==> src/hw/rtl/sha1_pkg.sv <==
package sha1_pkg;

  localparam int WORDS      = 5;
  localparam int ROUNDS     = 80;
  localparam int PHASE_LEN  = 20;
  localparam int ROUND_W    = $clog2(ROUNDS);
  localparam int FILL_W     = 6;
  localparam int SCHED_LEN  = 16;

  // initial chaining words, word 0 in the low slot
  localparam logic [WORDS-1:0][31:0] H_INIT = {
    32'hC3D2E1F0, 32'h10325476, 32'h98BADCFE, 32'hEFCDAB89, 32'h67452301
  };

  localparam logic [7:0]        PAD_MARK  = 8'h80;
  localparam logic [FILL_W-1:0] LEN_START = 6'd56;
  localparam logic [2:0]        LAST_IDX  = 3'(WORDS - 1);

  // source of the byte pushed into the block
  typedef logic [1:0] byte_sel_t;
  localparam byte_sel_t SEL_IN   = 2'd0;
  localparam byte_sel_t SEL_MARK = 2'd1;
  localparam byte_sel_t SEL_ZERO = 2'd2;
  localparam byte_sel_t SEL_LEN  = 2'd3;

  // round function groups
  typedef logic [1:0] phase_t;
  localparam phase_t PH_CH   = 2'd0;
  localparam phase_t PH_PAR1 = 2'd1;
  localparam phase_t PH_MAJ  = 2'd2;
  localparam phase_t PH_PAR2 = 2'd3;

  typedef struct packed {
    logic      push;
    byte_sel_t sel;
    logic      count_inc;
    logic      load_work;
    logic      round;
    phase_t    phase;
    logic      add_chain;
    logic      finish;
  } dp_cmd_t;

  typedef struct packed {
    logic [FILL_W-1:0] fill;
    logic              out_busy;
  } dp_stat_t;

  function automatic logic [31:0] round_k(input phase_t ph);
    logic [31:0] k;
    case (ph)
      PH_CH:   k = 32'h5A827999;
      PH_PAR1: k = 32'h6ED9EBA1;
      PH_MAJ:  k = 32'h8F1BBCDC;
      PH_PAR2: k = 32'hCA62C1D6;
      default: k = 32'h5A827999;
    endcase
    return k;
  endfunction

endpackage

==> src/hw/rtl/sha1_byte_stream_hash_core.sv <==
// sha-1 hash over a byte stream
// input channel (in_valid/in_ready): one request per cycle at most, carrying
//   has_byte, data_byte and end_of_message; a request with has_byte low and
//   end_of_message high closes the message with no byte (empty message ok)
// output channel (out_valid/out_ready): five requests per closed message,
//   digest_word 0 (most significant) first, word_index 0..4, last_word on 4
// compression: every 64th byte starts 80 rounds of one shared round unit
//   followed by one chaining add; no input is accepted until it is done
// after the closing request, padding pushes one byte per cycle up to the
//   block end, each padded block (one or two) is compressed, then the digest
//   is loaded into the output register; the first word appears after that
// the digest sits in its own output register, so a stalled receiver does not
//   block input; only a second digest finishing while the first is still
//   unsent waits for the output register to drain
// reset (rst, synchronous) loads the initial chaining words and clears
//   fill level, byte count and output valid; no clearing pass is needed
module sha1_byte_stream_hash_core (
  input  logic        clk,
  input  logic        rst,
  input  logic        in_valid,
  output logic        in_ready,
  input  logic        has_byte,
  input  logic [7:0]  data_byte,
  input  logic        end_of_message,
  output logic        out_valid,
  input  logic        out_ready,
  output logic [31:0] digest_word,
  output logic [2:0]  word_index,
  output logic        last_word
);
  import sha1_pkg::*;

  // commands from the sequencer, fill level and output status back
  dp_cmd_t  cmd;
  dp_stat_t stat;

  // sequencer: byte intake, padding walk, round counting, digest hand-off
  sha1_ctrl u_ctrl (
    .clk            (clk),
    .rst            (rst),
    .in_valid       (in_valid),
    .has_byte       (has_byte),
    .end_of_message (end_of_message),
    .in_ready       (in_ready),
    .stat           (stat),
    .cmd            (cmd)
  );

  // datapath: schedule shift line, round unit, chaining words, output register
  sha1_dp u_dp (
    .clk         (clk),
    .rst         (rst),
    .data_byte   (data_byte),
    .cmd         (cmd),
    .stat        (stat),
    .out_ready   (out_ready),
    .out_valid   (out_valid),
    .digest_word (digest_word),
    .word_index  (word_index),
    .last_word   (last_word)
  );

endmodule

==> src/hw/rtl/sha1_dp.sv <==
module sha1_dp (
  input  logic              clk,
  input  logic              rst,
  input  logic [7:0]        data_byte,
  input  sha1_pkg::dp_cmd_t cmd,
  output sha1_pkg::dp_stat_t stat,
  input  logic              out_ready,
  output logic              out_valid,
  output logic [31:0]       digest_word,
  output logic [2:0]        word_index,
  output logic              last_word
);
  import sha1_pkg::*;

  logic [WORDS-1:0][31:0]     chain;
  logic [FILL_W-1:0]          fill;
  logic [31:0]                count;
  logic [23:0]                acc;
  logic [SCHED_LEN-1:0][31:0] wline;
  logic [31:0]                a, b, c, d, e;
  logic [WORDS-1:0][31:0]     dout;
  logic [2:0]                 oidx;
  logic                       ovalid;

  logic [7:0]  pbyte;
  logic [31:0] bits;
  logic [31:0] f;
  logic [31:0] t;
  logic [31:0] new_w;
  logic        out_take;

  assign bits     = {count[28:0], 3'b000};
  assign out_take = ovalid && out_ready;

  always_comb begin
    case (cmd.sel)
      SEL_IN:   pbyte = data_byte;
      SEL_MARK: pbyte = PAD_MARK;
      SEL_ZERO: pbyte = 8'h00;
      SEL_LEN: begin
        case (fill[1:0])
          2'd0:    pbyte = bits[31:24];
          2'd1:    pbyte = bits[23:16];
          2'd2:    pbyte = bits[15:8];
          2'd3:    pbyte = bits[7:0];
          default: pbyte = 8'h00;
        endcase
      end
      default:  pbyte = 8'h00;
    endcase
  end

  always_comb begin
    case (cmd.phase)
      PH_CH:   f = (b & c) | (~b & d);
      PH_MAJ:  f = (b & c) | (b & d) | (c & d);
      default: f = b ^ c ^ d;
    endcase
  end

  assign t = {a[26:0], a[31:27]} + f + e + round_k(cmd.phase) + wline[0];

  logic [31:0] sched_x;
  assign sched_x = wline[13] ^ wline[8] ^ wline[2] ^ wline[0];
  assign new_w   = {sched_x[30:0], sched_x[31]};

  // control and counters
  always_ff @(posedge clk) begin
    if (rst) begin
      chain  <= H_INIT;
      fill   <= '0;
      count  <= '0;
      ovalid <= 1'b0;
      oidx   <= '0;
    end else begin
      if (cmd.push) begin
        fill <= fill + 1'b1;
      end
      if (cmd.count_inc) begin
        count <= count + 32'd1;
      end
      if (cmd.add_chain) begin
        chain[0] <= chain[0] + a;
        chain[1] <= chain[1] + b;
        chain[2] <= chain[2] + c;
        chain[3] <= chain[3] + d;
        chain[4] <= chain[4] + e;
      end
      if (out_take) begin
        oidx <= oidx + 3'd1;
        if (oidx == LAST_IDX) begin
          ovalid <= 1'b0;
        end
      end
      if (cmd.finish) begin
        chain  <= H_INIT;
        fill   <= '0;
        count  <= '0;
        ovalid <= 1'b1;
        oidx   <= '0;
      end
    end
  end

  // payload
  always_ff @(posedge clk) begin
    if (cmd.push) begin
      acc <= {acc[15:0], pbyte};
    end
    if (cmd.push && fill[1:0] == 2'd3) begin
      wline <= {{acc, pbyte}, wline[SCHED_LEN-1:1]};
    end else if (cmd.round) begin
      wline <= {new_w, wline[SCHED_LEN-1:1]};
    end
    if (cmd.load_work) begin
      a <= chain[0];
      b <= chain[1];
      c <= chain[2];
      d <= chain[3];
      e <= chain[4];
    end else if (cmd.round) begin
      e <= d;
      d <= c;
      c <= {b[1:0], b[31:2]};
      b <= a;
      a <= t;
    end
    if (cmd.finish) begin
      dout <= chain;
    end else if (out_take) begin
      dout <= dout >> 32;
    end
  end

  assign stat.fill     = fill;
  assign stat.out_busy = ovalid;
  assign out_valid     = ovalid;
  assign digest_word   = dout[0];
  assign word_index    = oidx;
  assign last_word     = (oidx == LAST_IDX);

  a_finish_restart: assert property (@(posedge clk) disable iff (rst)
    cmd.finish |=> (fill == '0) && (count == '0) && ovalid && (oidx == '0))
    else $error("message state not restarted after digest load");

  a_last_word_ends: assert property (@(posedge clk) disable iff (rst)
    (out_take && oidx == LAST_IDX && !cmd.finish) |=> !ovalid)
    else $error("output still valid after last digest word");

endmodule

==> src/hw/rtl/sha1_ctrl.sv <==
module sha1_ctrl (
  input  logic               clk,
  input  logic               rst,
  input  logic               in_valid,
  input  logic               has_byte,
  input  logic               end_of_message,
  output logic               in_ready,
  input  sha1_pkg::dp_stat_t stat,
  output sha1_pkg::dp_cmd_t  cmd
);
  import sha1_pkg::*;

  localparam logic [2:0] S_IDLE  = 3'd0;
  localparam logic [2:0] S_MARK  = 3'd1;
  localparam logic [2:0] S_PAD   = 3'd2;
  localparam logic [2:0] S_ROUND = 3'd3;
  localparam logic [2:0] S_ADD   = 3'd4;
  localparam logic [2:0] S_DONE  = 3'd5;

  logic [2:0]         state, state_next;
  logic [2:0]         ret, ret_next;
  logic [ROUND_W-1:0] rcnt, rcnt_next;
  logic               len_phase, len_phase_next;

  logic   full;
  logic   lp;
  phase_t phase;

  assign full = (stat.fill == '1);
  assign lp   = len_phase || (stat.fill == LEN_START);

  always_comb begin
    if (rcnt < ROUND_W'(PHASE_LEN)) begin
      phase = PH_CH;
    end else if (rcnt < ROUND_W'(2 * PHASE_LEN)) begin
      phase = PH_PAR1;
    end else if (rcnt < ROUND_W'(3 * PHASE_LEN)) begin
      phase = PH_MAJ;
    end else begin
      phase = PH_PAR2;
    end
  end

  always_comb begin
    cmd            = '0;
    cmd.phase      = phase;
    state_next     = state;
    ret_next       = ret;
    rcnt_next      = rcnt;
    len_phase_next = len_phase;
    in_ready       = 1'b0;
    case (state)
      S_IDLE: begin
        in_ready = 1'b1;
        if (in_valid) begin
          if (has_byte) begin
            cmd.push      = 1'b1;
            cmd.sel       = SEL_IN;
            cmd.count_inc = 1'b1;
          end
          if (has_byte && full) begin
            cmd.load_work = 1'b1;
            rcnt_next     = '0;
            ret_next      = end_of_message ? S_MARK : S_IDLE;
            state_next    = S_ROUND;
          end else if (end_of_message) begin
            state_next = S_MARK;
          end
        end
      end
      S_MARK: begin
        cmd.push       = 1'b1;
        cmd.sel        = SEL_MARK;
        len_phase_next = 1'b0;
        if (full) begin
          cmd.load_work = 1'b1;
          rcnt_next     = '0;
          ret_next      = S_PAD;
          state_next    = S_ROUND;
        end else begin
          state_next = S_PAD;
        end
      end
      S_PAD: begin
        cmd.push       = 1'b1;
        cmd.sel        = (lp && stat.fill[5:2] == 4'hF) ? SEL_LEN : SEL_ZERO;
        len_phase_next = lp;
        if (full) begin
          cmd.load_work = 1'b1;
          rcnt_next     = '0;
          ret_next      = lp ? S_DONE : S_PAD;
          state_next    = S_ROUND;
        end
      end
      S_ROUND: begin
        cmd.round = 1'b1;
        rcnt_next = rcnt + 1'b1;
        if (rcnt == ROUND_W'(ROUNDS - 1)) begin
          state_next = S_ADD;
        end
      end
      S_ADD: begin
        cmd.add_chain = 1'b1;
        state_next    = ret;
      end
      S_DONE: begin
        if (!stat.out_busy) begin
          cmd.finish = 1'b1;
          state_next = S_IDLE;
        end
      end
      default: begin
        state_next = S_IDLE;
      end
    endcase
  end

  always_ff @(posedge clk) begin
    if (rst) begin
      state     <= S_IDLE;
      ret       <= S_IDLE;
      rcnt      <= '0;
      len_phase <= 1'b0;
    end else begin
      state     <= state_next;
      ret       <= ret_next;
      rcnt      <= rcnt_next;
      len_phase <= len_phase_next;
    end
  end

  a_load_on_full: assert property (@(posedge clk) disable iff (rst)
    cmd.load_work |-> cmd.push && full)
    else $error("compression started on a partial block");

  a_rounds_end: assert property (@(posedge clk) disable iff (rst)
    (state == S_ROUND && rcnt == ROUND_W'(ROUNDS - 1)) |=> state == S_ADD)
    else $error("round count overran");

  a_finish_free: assert property (@(posedge clk) disable iff (rst)
    cmd.finish |-> !stat.out_busy)
    else $error("digest loaded over a pending one");

  a_round_range: assert property (@(posedge clk) disable iff (rst)
    state == S_ROUND |-> rcnt < ROUND_W'(ROUNDS))
    else $error("round counter out of range");

endmodule
==> config.mk <==
export PLATFORM = sky130hd
export DESIGN_NAME = sha1_byte_stream_hash_core
export DESIGN_NICKNAME = d
export VERILOG_FILES = /design/src/hw/rtl/sha1_pkg.sv /design/src/hw/rtl/sha1_byte_stream_hash_core.sv /design/src/hw/rtl/sha1_dp.sv /design/src/hw/rtl/sha1_ctrl.sv
export SDC_FILE = /design/constraint.sdc
export NUM_CORES = 2
export LEC_CHECK = 0
export BUFFER_PORTS_ARGS = -buffer_cell sky130_fd_sc_hd__buf_2
export CORE_AREA = 2 2 336 338
export CTS_BUF_LIST = sky130_fd_sc_hd__clkbuf_2 sky130_fd_sc_hd__clkbuf_4 sky130_fd_sc_hd__clkbuf_8
export DETAILED_ROUTE_END_ITERATION = 12
export DIE_AREA = 0 0 338 340
export PLACE_DENSITY = 0.65
export SLEW_MARGIN = 20
export SYNTH_ARGS = -nofsm -noshare
export SYNTH_HDL_FRONTEND = slang
export SYNTH_SLANG_ARGS = --single-unit
==> constraint.sdc <==
create_clock -name clk -period 17.4 [get_ports clk]
set_input_delay 1.74 -clock clk [delete_from_list [all_inputs] [get_ports clk]]
set_output_delay 1.74 -clock clk [all_outputs]
set_load 0.05 [all_outputs]
==> summary.md <==
| Metric | Value |
|---|---|
| Largest net degree at the start of global routing | `217` |
| Crit share post-route | `39.6%` |
| Worst-Margin Slew | `1.13 ns` |
| PostCTS Resize Cnt | `0` |
| Die area | `115000 sq um` |
| Synth Area per Inst | `11.9 sq um` |
| Post-CTS Setup Bufs | `0` |
| Initial Util | `46.6%` |
| Number of synthesized register bits | `1069` |
| Max cap viols | `0` |
| TritonCTS clock tree | `yes` |
| Critical Path AT | `7.44 ns` |
| Setup violations, final | `0` |
| Grt ovf | `0` |
| Floorplan row count | `123` |
| Clk sinks | `1069` |
| DP HPWL | `87.6 mm` |
| H-tree levels | `4` |
| Min Tclk post-route | `6.89 ns` |
| Async SR Flop Fraction | `0%` |
| CTS buffer count | `176` |
| Routability-driven placement congestion ratio | `0.914` |
| Worst EP required | `17.95 ns` |
| Max_slew headroom | `24.9%` |
| Reg-to-reg endpoint | `u_dp.a[30]$_DFFE_PP_` |
| Register-to-Register Path Depth | `22` |
| DR DRC count | `0` |
| Final setup TNS | `0 ns` |
| Outcome | `completed` |
| Fmax | `0.145 GHz` |
| FF+latch area | `30000 sq um` |
| Clk buf depth | `3` |
| Hold path endpoint | `u_dp.wline[299]$_DFFE_PP_` |
| IO Count | `52` |
| Share of cells above drive strength 1 | `12.8%` |
| Worst skew pair latency | `0.85 ns` |
| P per Cell Area | `97.3 nW/um^2` |
| Hold Path Origin | `u_dp.wline[331]$_DFFE_PP_` |
| Fillers | `9710` |
| Max Transition Viols Final | `0` |
| Routed Antenna Nets | `0` |
| Gate count of the mapped netlist | `4367` |
| Core footprint | `112000 sq um` |
| RSZ-0062 raised after global routing | `false` |
| Register clock-pin slew on the reported worst setup and hold paths | `0.07 ns` |
| Drt pass-1 iters | `6` |
| VDD IR max | `0.0000744 V` |
| Port Buffers | `51` |
| Routed vias/inst | `5.52` |
| Hold Violations, Final | `0` |
| Total Wirelength | `128 mm` |
| Reg-to-reg critical path startpoint | `u_ctrl.rcnt[3]$_SDFFE_PP0P_` |
| Design Power | `5.58 mW` |
| Die Y | `340 microns` |
| Clock root buffer | `clkbuf_8` |
| Number of distinct library cells after synthesis | `89` |
| Final net count | `4786` |
| Routed len/inst | `21.0 microns` |
| Clock skew | `0.0311 ns` |
| Post-synthesis instance area | `52000 sq um` |
| Post-synth EDFFs | `856` |
| Initial antenna violation count | `9` |
| Crit Path Max Fanout | `31` |
| Commonest non-fill, non-tap cells in the layout | `856 x edfxtp_1, 658 x nand2_1, 278 x a21oi_1` |
| Sequential element share of the synthesized area | `57.6%` |
| Area of the multi-input gates | `20400 sq um` |
| Crit Path Category | `reg2reg` |
| Total GRT Usage | `22.3%` |
| Warnings, synthesis | `0` |
| Lkg Pwr | `21.1 nW` |
| Hold depth | `0` |
| Area growth syn-to-layout | `10.4%` |
| Routed vias | `33624` |
| Die width | `338 microns` |
| CTS Hold Bufs | `0` |
| Commonest non-fill, non-tap cell in the layout | `edfxtp_1` |
| Syn Nets | `4710` |
| Vias in the first global route | `32309` |
| Worst Hold Class | `reg2reg` |
| First-pass GRT wire length | `195 mm` |
| Crit. End Element | `register` |
| FF-to-FF setup slack | `10.51 ns` |
| Top_reg_cell synth | `edfxtp_1` |
| Final core occ | `51.4%` |
| Drt first-iter violations | `3185` |
| Crit start category | `register` |
## power breakdown
part	switching, mW	internal, mW	leakage (nW)
registers	0.0463	2.85	9.20
clock network	1.04	1.27	1.96
logic	0.243	0.142	9.92
## synth_stat cells, drive strengths merged, types with 90 or more instances
library cell | n | share of area [%]
nor2 | 234 | 1.7
mux2 | 161 | 3.5
ha | 204 | 4.9
fa | 125 | 4.8
nand2 | 662 | 4.8
a21o | 90 | 1.3
clkbuf | 127 | 0.92
inv | 231 | 1.7
edfxtp | 856 | 49
dfxtp | 213 | 8.2
xnor2 | 181 | 3.0
o21ai | 208 | 2.0
a21oi | 280 | 2.7
## layer usage
layer	wire, microns	global-route usage (%)	vias up	part of all wire (%)
met4	3390	6.99	6	2.7
met2	57100	33.4	1054	45
met5	46	0	-	0.036
met3	7970	3.72	207	6.2
li1	-	-	15822	-
met1	59200	33.1	16535	46
## layout make-up
type                    instances  area share (%)
diodes                          1         0.00436
clock buffers                 256            5.45
clock inverters                70            1.00
inverters                     231            1.51
multi-input cells            2882            35.6
flip-flops and latches       1069            52.2
well taps                    1500            3.27
repair buffers                 83           0.948
## critical path, cell delays in order (launching register included)
cell and delay [ns]:
dfxtp_1 0.34, nand2_1 0.11, o21ai_0 0.09, a221o_2 0.65, buf_4 0.33, inv_1 0.51, o21ai_0 0.23, fa_1 0.58
inv_1 0.06, fa_1 0.53, inv_1 0.06, fa_1 0.53, inv_1 0.04, ha_1 0.38, a2111oi_1 0.36, o21ai_1 0.16
and3_1 0.20, nor3_2 0.34, o31ai_1 0.19, a31o_2 0.31, a221oi_1 0.29, xor2_1 0.17, a21oi_1 0.08
## flip-flops by register name (all words and copies together), names as in the netlist, 3 cells and up
signal and cells:
u_dp.word_index 3, u_ctrl.rcnt 7, u_dp.wline 512, u_dp.e 32, u_dp.c 32, u_dp.acc 24, u_ctrl.state 3, u_dp.dout 128
u_dp.chain 160, u_ctrl.ret 3, u_dp.b 32, u_dp.digest_word 32, u_dp.a 32, u_dp.d 32, u_dp.count 29, u_dp.fill 6
## how the worst max path moves through the flow
stage / slack, ns / start / cells after the start / to
finish: 10.51 / u_ctrl.rcnt[3]$_SDFFE_PP0P_ / 22 / u_dp.a[30]$_DFFE_PP_
global route: 10.07 / u_ctrl.rcnt[3]$_SDFFE_PP0P_ / 25 / u_dp.a[31]$_DFFE_PP_
CTS: 10.55 / u_ctrl.rcnt[3]$_SDFFE_PP0P_ / 22 / u_dp.a[29]$_DFFE_PP_
detailed placement: 10.56 / u_ctrl.rcnt[3]$_SDFFE_PP0P_ / 22 / u_dp.a[29]$_DFFE_PP_
global placement: 10.69 / u_ctrl.rcnt[3]$_SDFFE_PP0P_ / 22 / u_dp.a[30]$_DFFE_PP_
floorplan: 2.43 / in_valid / 6 / u_dp.wline[0]$_DFFE_PP_
## logic make-up after synthesis
group	share of synthesized area (%)
and+or+nand+nor	10.5
DFF	57.6
AOI/OAI and AO/OA	10.6
buffers and inverters	3.25
adders and majority gates	9.72
xor gates and xnor gates	4.50
muxes	3.76
## per-stage QoR
stage                     cell area [sq um]  setup WS (ns)  hold WS, ns  cells
after floorplan                       52000           2.43        0.400   4367
after global placement                53700          10.69        0.400   5764
after detailed placement              53700          10.56        0.405   5764
after CTS                             57400          10.55        0.402   6090
after global routing                  57400          10.07        0.408   6092
final                                 57400          10.51        0.405   6092
No activity file was read; power rests on OpenSTA's default activity.
